--- src/bho_pkg.sv ---
// Shared types and constants of the bucketed histogram observer.
`timescale 1ns / 1ps
package bho_pkg;

	// Maximum number of finite bucket bounds; the overflow bucket sits after them.
	localparam int MAX_BOUNDS = 6;
	localparam int NUM_CELLS  = MAX_BOUNDS + 1;

	// Field widths.
	localparam int IDX_W      = 3;
	localparam int VAL_W      = 32;
	localparam int CNT_W      = 64;
	localparam int CFG_IDX_W  = 3;
	localparam int CFG_DATA_W = 32;

	// Register indexes of the configuration port.
	localparam logic [CFG_IDX_W-1:0] REG_NUM_BOUNDS  = 3'd0;
	localparam logic [CFG_IDX_W-1:0] REG_BOUND_FIRST = 3'd1;
	localparam logic [CFG_IDX_W-1:0] REG_BOUND_LAST  = 3'd6;

	// One item as it travels down the row of bucket cells.
	typedef struct packed {
		logic [VAL_W-1:0] value;
		logic             matched;
		logic [IDX_W-1:0] index;
		logic [CNT_W-1:0] bucket_total;
		logic [CNT_W-1:0] sample_total;
		logic [CNT_W-1:0] value_sum;
	} item_t;

endpackage

--- src/bucketed_histogram_observer.sv ---
// Top level of the bucketed histogram observer: configuration and the row of cells.
//
//  channel | signals                                   | direction
//  --------+-------------------------------------------+----------
//  input   | in_valid, in_ready, value_milli           | in
//  result  | out_valid, out_ready, bin_index,          | out
//          | bucket_total, sample_total, value_sum     |
//  config  | cfg_valid, cfg_ready, cfg_index, cfg_data | in
//
// One item is taken per cycle unless the output stalls the row; each result passes through
// one register per bucket cell along the row of seven cells.
// Each cell stalls on its own, so the row fills up its gaps while the output waits.
// Reset clears all counts, the totals and the configuration at once.
// Configuration writes are always taken.
`timescale 1ns / 1ps
module bucketed_histogram_observer (
	input  logic                           clk,
	input  logic                           arst_n,
	input  logic                           in_valid,
	output logic                           in_ready,
	input  logic [bho_pkg::VAL_W-1:0]      value_milli,
	output logic                           out_valid,
	input  logic                           out_ready,
	output logic [bho_pkg::IDX_W-1:0]      bin_index,
	output logic [bho_pkg::CNT_W-1:0]      bucket_total,
	output logic [bho_pkg::CNT_W-1:0]      sample_total,
	output logic [bho_pkg::CNT_W-1:0]      value_sum,
	input  logic                           cfg_valid,
	output logic                           cfg_ready,
	input  logic [bho_pkg::CFG_IDX_W-1:0]  cfg_index,
	input  logic [bho_pkg::CFG_DATA_W-1:0] cfg_data
);
	import bho_pkg::*;

	logic [IDX_W-1:0] num_bounds_q;
	logic [VAL_W-1:0] bound_q [MAX_BOUNDS];
	logic [IDX_W-1:0] num_active;
	logic [CNT_W-1:0] sample_next;
	logic [CNT_W-1:0] sum_next;

	logic             cell_valid [NUM_CELLS+1];
	logic             cell_ready [NUM_CELLS+1];
	item_t            cell_item  [NUM_CELLS+1];
	logic [VAL_W-1:0] cell_bound [NUM_CELLS];

	// Configuration registers; unknown indexes are dropped.
	assign cfg_ready = 1'b1;

	always_ff @(posedge clk or negedge arst_n) begin
		if (!arst_n) begin
			num_bounds_q <= '0;
			for (int k = 0; k < MAX_BOUNDS; k++) begin
				bound_q[k] <= '0;
			end
		end else if (cfg_valid) begin
			case (cfg_index) inside
				REG_NUM_BOUNDS: begin
					num_bounds_q <= cfg_data[IDX_W-1:0];
				end
				[REG_BOUND_FIRST:REG_BOUND_LAST]: begin
					bound_q[cfg_index - REG_BOUND_FIRST] <= cfg_data[VAL_W-1:0];
				end
				default: begin
				end
			endcase
		end
	end

	// A bound count above the maximum acts as the maximum.
	assign num_active = (num_bounds_q > IDX_W'(MAX_BOUNDS)) ? IDX_W'(MAX_BOUNDS)
		: num_bounds_q;

	// Totals are settled as the item enters and ride along with it.
	bho_totals u_totals (
		.clk         (clk),
		.arst_n      (arst_n),
		.accept      (in_valid && in_ready),
		.value       (value_milli),
		.sample_next (sample_next),
		.sum_next    (sum_next)
	);

	// Entry of the row.
	assign cell_valid[0]             = in_valid;
	assign in_ready                  = cell_ready[0];
	assign cell_item[0].value        = value_milli;
	assign cell_item[0].matched      = 1'b0;
	assign cell_item[0].index        = '0;
	assign cell_item[0].bucket_total = '0;
	assign cell_item[0].sample_total = sample_next;
	assign cell_item[0].value_sum    = sum_next;

	// The row of bucket cells; the last one has no finite bound.
	for (genvar k = 0; k < NUM_CELLS; k++) begin : g_cell
		if (k < MAX_BOUNDS) begin : g_bound
			assign cell_bound[k] = bound_q[k];
		end else begin : g_overflow
			assign cell_bound[k] = '0;
		end

		bho_cell u_cell (
			.clk        (clk),
			.arst_n     (arst_n),
			.cell_index (IDX_W'(k)),
			.num_active (num_active),
			.bound      (cell_bound[k]),
			.in_valid   (cell_valid[k]),
			.in_ready   (cell_ready[k]),
			.in_item    (cell_item[k]),
			.out_valid  (cell_valid[k+1]),
			.out_ready  (cell_ready[k+1]),
			.out_item   (cell_item[k+1])
		);
	end

	// Exit of the row drives the result channel.
	assign out_valid                = cell_valid[NUM_CELLS];
	assign cell_ready[NUM_CELLS]    = out_ready;
	assign bin_index                = cell_item[NUM_CELLS].index;
	assign bucket_total             = cell_item[NUM_CELLS].bucket_total;
	assign sample_total             = cell_item[NUM_CELLS].sample_total;
	assign value_sum                = cell_item[NUM_CELLS].value_sum;

endmodule

--- src/bho_totals.sv ---
// Total observation count and running sum, updated as each item enters.
`timescale 1ns / 1ps
module bho_totals (
	input  logic                       clk,
	input  logic                       arst_n,
	input  logic                       accept,
	input  logic [bho_pkg::VAL_W-1:0]  value,
	output logic [bho_pkg::CNT_W-1:0]  sample_next,
	output logic [bho_pkg::CNT_W-1:0]  sum_next
);
	import bho_pkg::*;

	logic [CNT_W-1:0] count_q;
	logic [CNT_W-1:0] sum_q;

	// Values after this item; both wrap at the counter width.
	assign sample_next = count_q + CNT_W'(1);
	assign sum_next    = sum_q + CNT_W'(value);

	// The totals advance only when an item is taken.
	always_ff @(posedge clk or negedge arst_n) begin
		if (!arst_n) begin
			count_q <= '0;
			sum_q   <= '0;
		end else if (accept) begin
			count_q <= sample_next;
			sum_q   <= sum_next;
		end
	end

endmodule

--- src/bho_cell.sv ---
// One bucket cell: compares against its bound, keeps its count, passes the item on.
`timescale 1ns / 1ps
module bho_cell (
	input  logic                      clk,
	input  logic                      arst_n,
	input  logic [bho_pkg::IDX_W-1:0] cell_index,
	input  logic [bho_pkg::IDX_W-1:0] num_active,
	input  logic [bho_pkg::VAL_W-1:0] bound,
	input  logic                      in_valid,
	output logic                      in_ready,
	input  bho_pkg::item_t            in_item,
	output logic                      out_valid,
	input  logic                      out_ready,
	output bho_pkg::item_t            out_item
);
	import bho_pkg::*;

	logic             valid_q;
	logic [CNT_W-1:0] count_q;
	item_t            data_q;
	item_t            next_item;
	logic             accept;
	logic             hit;

	// The stage takes an item when it is empty or its item moves on.
	assign in_ready  = !valid_q || out_ready;
	assign accept    = in_valid && in_ready;
	assign out_valid = valid_q;
	assign out_item  = data_q;

	// This cell claims the item if no earlier cell did and either it is the
	// overflow bucket for the current bound count or its active bound covers it.
	assign hit = !in_item.matched &&
		((cell_index == num_active) ||
		 ((cell_index < num_active) && (in_item.value <= bound)));

	// A claimed item picks up this bucket's index and new count.
	always_comb begin
		next_item = in_item;
		if (hit) begin
			next_item.matched      = 1'b1;
			next_item.index        = cell_index;
			next_item.bucket_total = count_q + CNT_W'(1);
		end
	end

	// Stage occupancy and the bucket count.
	always_ff @(posedge clk or negedge arst_n) begin
		if (!arst_n) begin
			valid_q <= 1'b0;
			count_q <= '0;
		end else begin
			if (in_ready) begin
				valid_q <= in_valid;
			end
			if (accept && hit) begin
				count_q <= count_q + CNT_W'(1);
			end
		end
	end

	// Item payload.
	always_ff @(posedge clk) begin
		if (accept) begin
			data_q <= next_item;
		end
	end

	// The overflow cell always claims an item that is still unclaimed.
	a_overflow_claims: assert property (@(posedge clk) disable iff (!arst_n)
		(accept && !in_item.matched && (cell_index == num_active)) |=> data_q.matched)
		else $error("unclaimed item passed its overflow cell");

	// An item claimed upstream leaves this count alone.
	a_claimed_passes: assert property (@(posedge clk) disable iff (!arst_n)
		(accept && in_item.matched) |=> $stable(count_q))
		else $error("count changed for an item claimed elsewhere");

	// A claim reports this cell and the count it now holds.
	a_claim_result: assert property (@(posedge clk) disable iff (!arst_n)
		(accept && hit) |=> (data_q.index == cell_index) && (data_q.bucket_total == count_q))
		else $error("claimed item carries wrong bucket index or count");

endmodule

--- config.mk ---
export PLATFORM = sky130hd
export DESIGN_NAME = bucketed_histogram_observer
export DESIGN_NICKNAME = d
export VERILOG_FILES = /design/src/bho_pkg.sv /design/src/bucketed_histogram_observer.sv /design/src/bho_totals.sv /design/src/bho_cell.sv
export SDC_FILE = /design/constraint.sdc
export NUM_CORES = 2
export LEC_CHECK = 0
export ABC_AREA = 1
export BUFFER_PORTS_ARGS = -buffer_cell sky130_fd_sc_hd__buf_2
export CAP_MARGIN = 20
export CORE_UTILIZATION = 50
export CTS_BUF_LIST = sky130_fd_sc_hd__clkbuf_16
export CTS_CLUSTER_SIZE = 40
export DETAILED_ROUTE_END_ITERATION = 16
export PLACE_DENSITY_LB_ADDON = 0.2
export SLEW_MARGIN = 10
export SYNTH_ARGS = -nofsm -noshare
export SYNTH_HDL_FRONTEND = slang
export SYNTH_SLANG_ARGS = --single-unit
export TNS_END_PERCENT = 50
--- constraint.sdc ---
create_clock -name clk -period 13.75 [get_ports clk]
set_input_delay 0 -clock clk [delete_from_list [all_inputs] [get_ports clk]]
set_output_delay 0 -clock clk [all_outputs]
set_load 0.1 [all_outputs]
* Word-level counts from Yosys, hierarchy flattened
Index checks and enable logic that the tools add are counted.
** Word-level totals
- Bits of input ports :: 72
- Bits in registers :: 2341
- Word-level logic and storage cells :: 171
- Output and inout bits :: 198
** Cells by class
- Equality and inequality tests :: 6
- Add/sub/neg operators :: 10
- Bitwise operators :: 2
- Multiplexer cells :: 11
- Reduce and logical (&&, ||, !) cells :: 60
- Magnitude comparators :: 19
** Operators by type and width (count)
- $add A64 B1 Y64 const B :: 8
- $mux W64 :: 6
- $bwmux W192 :: 1
- $le A32 B32 Y1 :: 6
- $demux W32 S3 :: 1
- $mux W68 :: 1
- $add A64 B32 Y64 :: 1
- $le A32 B1 Y1 const B :: 1
- $mux W32 :: 1
- $logic_and A1 B1 Y1 :: 29
- $logic_or A1 B1 Y1 :: 14
- $logic_not A1 Y1 :: 13
- $eq A3 B3 Y1 const A :: 3
- $lt A3 B3 Y1 const A :: 3
- $eq A2 B3 Y1 const A :: 2
- $logic_not A3 Y1 :: 2
- $lt A1 B3 Y1 const A :: 2
- $lt A2 B3 Y1 const A :: 2
- $ge A4 B4 Y1 const B :: 1
- $lt A4 B1 Y1 const B :: 1
- $not A3 Y4 :: 1
- $eq A1 B3 Y1 const A :: 1
- $ge A3 B1 Y1 const B :: 1
- $gt A3 B3 Y1 const B :: 1
- 6 further kinds :: 6

* Longest topological paths before layout
- Depth in word-level cells :: 10
- Depth in mapped cells :: 20
- Gate-level depth less buffers :: 18

* Modules after synthesis
From an unflattened synthesis, not the netlist that was laid out.
** Unflattened totals
- Cell total of the unflattened synthesis :: 11516
- Area total of the unflattened synthesis :: 112337.7 um^2
** Modules (own cells, without submodules)
- bho_cell :: area an instance 13381.6 um^2, cells an instance 1268, seq. area each 8473.1 um^2, times used 7
- bho_totals :: area an instance 10866.7 um^2, cells an instance 1763, seq. area each 3203.1 um^2, times used 1
- bucketed_histogram_observer :: area an instance 7800.0 um^2, cells an instance 877, seq. area each 4879.7 um^2, times used 1

* Worst setup path after synthesis
No wires, ideal clock.
- Kind :: register to register
- From :: reg g_cell[6].u_cell.valid_q
- To :: reg g_cell[6].u_cell.count_q[21]
- Library setup time :: 0.130 ns
- Required time :: 13.620 ns
- Stages on the path, launching flop included :: 9
- Arrival :: 11.681 ns
- Setup slack :: 1.939 ns
- Buffers on the path :: 2
- Clock period less this slack :: 11.811 ns
- Path through :: dfrtp_1 -> inv_2 -> nor2_2 -> nor2_1 -> nand2_1 -> inv_2 -> buf_2 -> clkbuf_1 -> o21ai_0
** Between the ends
- Word-level cells in the longest chain between the ends :: 4
** RTL lines
- start: declaration :: RTL line bho_cell.sv:18 : logic valid_q;
- start signal: assignment :: RTL line bho_cell.sv:54 : valid_q <= in_valid;
- $logic_not A1 Y1 :: RTL line bho_cell.sv:26 : assign in_ready = !valid_q || out_ready;
- $logic_or A1 B1 Y1 :: RTL line bho_cell.sv:26
- $logic_and A1 B1 Y1 :: RTL line bho_cell.sv:27 : assign accept = in_valid && in_ready;
- net g_cell[6].u_cell.accept :: RTL line bho_cell.sv:22 : logic accept;
- $logic_and A1 B1 Y1 :: RTL line bho_cell.sv:56 : if (accept && hit) begin
- end signal: assignment :: RTL line bho_cell.sv:57 : count_q <= count_q + CNT_W'(1);
- end: declaration :: RTL line bho_cell.sv:19 : logic [CNT_W-1:0] count_q;
The timed path passes the listed nets, and every way through them passes these cells.
A chain may end at the register's enable or synchronous reset.

* Worst setup path after layout
- From :: reg g_cell[6].u_cell.valid_q
- To :: reg g_cell[0].u_cell.data_q (netlist bit g_cell[0].u_cell.out_item[13]) (enable)
** Between the ends
- Word-level cells in the longest chain between the ends :: 9
** RTL lines
- $logic_not A1 Y1 :: RTL line bho_cell.sv:26
- $logic_or A1 B1 Y1 (7 in series) :: RTL line bho_cell.sv:26
- $logic_and A1 B1 Y1 :: RTL line bho_cell.sv:27
- end signal: assignment :: RTL line bho_cell.sv:65 : data_q <= next_item;
- end: declaration :: RTL line bho_cell.sv:20 : item_t data_q;
Every way passes these cells.

==> reports/metrics.csv <==
stage,metric,value,unit
layout,"commonest cells after routing, fill and taps aside","nand2_1, edfxtp_1, inv_1, nor2_1, dfrtp_1",
placement,RePlAce Congestion,0.976,
drt,ANT nets after route,0,
logic_synthesis,sequential element share of the synthesized area,60.8,%
power,Cell Int Power,14.6,mW
logic_synthesis,Yosys reg bits,2302,
logic_synthesis,Mean Syn Cell Area,9.80,um2
drt,routed vias,76600,
placement,Post-DP HPWL,236000,um
timing,relative max-transition margin,27.3,%
worst_setup_path,worst path required time,14260,ps
logic_synthesis,number of synthesized flops with an enable pin,1524,
worst_setup_path,Reg2Reg Capture Point,g_cell[0].u_cell.out_item[13],
cts,post-CTS setup buffers,0,
global_route,number of global-route vias before repair,75200,
worst_hold_path,Hold Crit Depth,4,
power,Combinational Power Share,25.9,%
timing,Setup TNS Final,0,ps
timing,Pins Over Slew Limit,0,
worst_hold_path,Worst Hold End,bound_q[180],
drt,drt first pass iters,6,
logic_synthesis,synthesized instance count,10900,
power,Lkg Pwr,50.1,nW
timing,minimum clock period,4960,ps
cts,CTS tree,done,
drt,final WL,324000,um
power,PwrDens,195,nW/um2
global_route,gr usage total,30.0,%
global_route,first-pass GRT wire length,483000,um
power,switching portion of total power,37.0,%
global_route,initial antenna violation count,9,
global_route,grt ovf,0,
cts,root buffer cell,clkbuf_16,
worst_setup_path,Critical Path Fanout Max,83,
cts,H-tree depth,4,
worst_setup_path,startpoint types,flop,
die,num rows,169,
logic_synthesis,most common flop cell mapped by yosys,edfxtp_1,
worst_setup_path,CP cell instances,"inv_2, nor2_2, nand2_1, nor2_2, nand2_2, nor2_4, nand3_2, nand2_4, inv_8, buf_4, buf_4, buf_4",
layout,area delta synth->final,10.8,%
placement,# port buffers,268,
timing,Worst Skew,73.5,ps
timing,fmax,0.202,GHz
worst_setup_path,"delay-heaviest family, CP",buffers and inverters,
cts,CTS Buffer Depth,3,
logic_synthesis,Synth Cell Area,107000,um2
timing,Worst Tran Pin Value,1090,ps
worst_setup_path,slowest CP cell,buf_4,
global_route,maximum number of pins on one net before global-route repair,164,
layout,fin area,119000,um2
worst_setup_path,CP most frequent cell,buf_4,
cts,post-CTS resize count,0,
outcome,status,completed,
cts,CTS Hold Bufs,121,
worst_setup_path,WS Path Type,flop to flop,
cts,total CTS buffers,234,
power,register share of total power,46.0,%
power,clock power share,28.1,%
power,maximum VDD drop,0.189,mV
drt,Iteration-0 DRC Markers,7094,
worst_hold_path,Hold Startpoint,cfg_data[20],
logic_synthesis,Async SR Flop Fraction,33.8,%
timing,period utilisation layout,36.1,%
die,num ports,270,
die,width of the die,465,um
die,die area,216000,um2
timing,# setup viols final,0,
worst_setup_path,worst r2r path cells,12,
layout,share of cells above drive strength 1,7.56,%
logic_synthesis,Synth Net Count,11300,
worst_hold_path,HP Class,input pin to flop,
timing,RSZ-0062 raised after global routing,no,
drt,Via-to-Cell Ratio,5.42,
logic_synthesis,YS warnings,0,
placement,placed cell area,110000,um2
die,Die Height,465,um
drt,remaining routing DRC violations,0,
worst_setup_path,Crit. Startpoint,g_cell[6].u_cell.out_valid,
cts,clk slew on worst S/H paths,60,ps
cts,Clock Sinks,2302,
worst_setup_path,worst stage delay on the critical path,880,ps
timing,final hold viol count,0,
worst_setup_path,Worst Path Buf+Inv,5,
power,NetSw,8.58,mW
timing,Fin Hold WS,66.6,ps
cts,insertion delay to the later sink of the worst-skew pair,940,ps
drt,Routed wire per std cell,22.9,um
layout,"commonest non-fill, non-tap cell in the layout",nand2_1,
die,Core Area,213000,um2
worst_setup_path,Worst Setup End Kind,flop,
worst_setup_path,CP arrival,5470,ps
layout,Final nets,11400,
logic_synthesis,Cell variety after synth,53,
worst_setup_path,R2R Setup Slk,8790,ps
run,maxcap violations,0,
worst_setup_path,RR Startpoint,g_cell[6].u_cell.out_valid,
die,Initial Utilization,50.4,%
-- cell usage after synthesis (2+ instances only) --
cell type     n  area share (%)
nand2_1    3757              13
edfxtp_1   1524              43
inv_1       960             3.4
nor2_1      815             2.9
dfrtp_1     778              18
nand4_1     470             2.7
xor2_1      401             3.3
nand3_1     399             1.9
nor3_1      263             1.2
ha_1        236             2.8
buf_4       223             1.6
o21ai_1     189            0.88
o21ai_0     149            0.70
buf_2       140            0.65
a21oi_1     131            0.61
clkbuf_1     91            0.32
xnor2_1      89            0.73
buf_6        44            0.46
o21ai_2      36            0.29
and2_1       32            0.19
nor4_1       22            0.13
buf_1        20           0.070
nor2_2       20            0.12
nand3b_1     18            0.13
nor3_2       18            0.17
or2_2        15           0.088
nand3_2      13            0.12
inv_2        12           0.042
nand2_2      12           0.070
nor2_4        9           0.095
o211ai_1      8           0.056
o21bai_1      6           0.042
nor3b_1       5           0.035
nor4_2        5           0.058
a31oi_1       4           0.023
nand4_4       4           0.079
o21a_1        4           0.028
a21boi_0      3           0.021
a21o_1        2           0.014
and3_1        2           0.012
-- sequential cells by signal, summed over array words and instances, names as in the netlist --
name and flops:
num_bounds_q 3, u_totals.sum_q 64, g_cell.u_cell.out_item 1524, bound_q 192
g_cell.u_cell.out_valid 7, g_cell.u_cell.count_q 448, u_totals.count_q 64
-- area by class of cell --
| type | instances | area (um2) |
|---|---|---|
| timing repair buffer | 450 | 3210 |
| sequential | 2302 | 65200 |
| clock inverter | 213 | 2100 |
| clock buffer | 234 | 5860 |
| multi-input combinational | 7150 | 35200 |
| antenna | 6 | 15.0 |
| inverter | 972 | 3680 |
| tap | 2821 | 3530 |
| fill | 18700 | 93700 |
-- metrics by stage --
step           utilization (%)  setup WS [ps]  instances  power, mW
3_5_place_dp              51.6           8750      13600       16.7
2_1_floorplan                -           1940      10900       15.2
4_1_cts                   55.9           8740      14100       23.3
6_report                  55.9           8790      14100       23.2
5_1_grt                   55.9           8500      14100       24.1
3_3_place_gp              51.5           8800      13600       16.6
-- worst max path at each step --
stage                                     endpoint  slack [ps]  cells after the start
floorplan             g_cell[6].u_cell.count_q[21]        1940                      8
global placement    g_cell[0].u_cell.out_item[212]        8800                     12
detailed placement  g_cell[0].u_cell.out_item[214]        8750                     12
CTS                  g_cell[0].u_cell.out_item[22]        8740                     12
global route                    u_totals.sum_q[32]        8500                     14
finish               g_cell[0].u_cell.out_item[13]        8790                     12
-- logic make-up after synthesis --
logic type	share of synthesized area [%]
and+or+nand+nor	23.2
xor gates and xnor gates	4.02
AOI/OAI and AO/OA	2.69
buffers and inverters	6.47
DFF	60.8
other	0.00350
adders and majority gates	2.77
-- worst reg2reg max path, delay by kind of cell, from the launching register on --
family / cells / cell delay, ps
buf+inv: 5 / 3250
flops: 1 / 380
simple gates: 7 / 860
-- power groups by stage --
stage	sequential (mW)	combinational (mW)	clock (mW)
final	10.7	6.00	6.50
after global routing	10.8	6.45	6.87
after floorplan	10.6	4.64	0
after detailed placement	10.8	5.93	0
after CTS	10.7	5.98	6.60
after global placement	10.8	5.85	0
-- metal layers --
layer	up-vias	global-route usage [%]	share of wire [%]
met4	4	14.0	5.1
li1	36300	-	-
met3	541	3.84	5.6
met1	37200	41.5	43
met5	-	0	0.0083
met2	2570	47.0	46
Power figures use the tool's default switching activity.
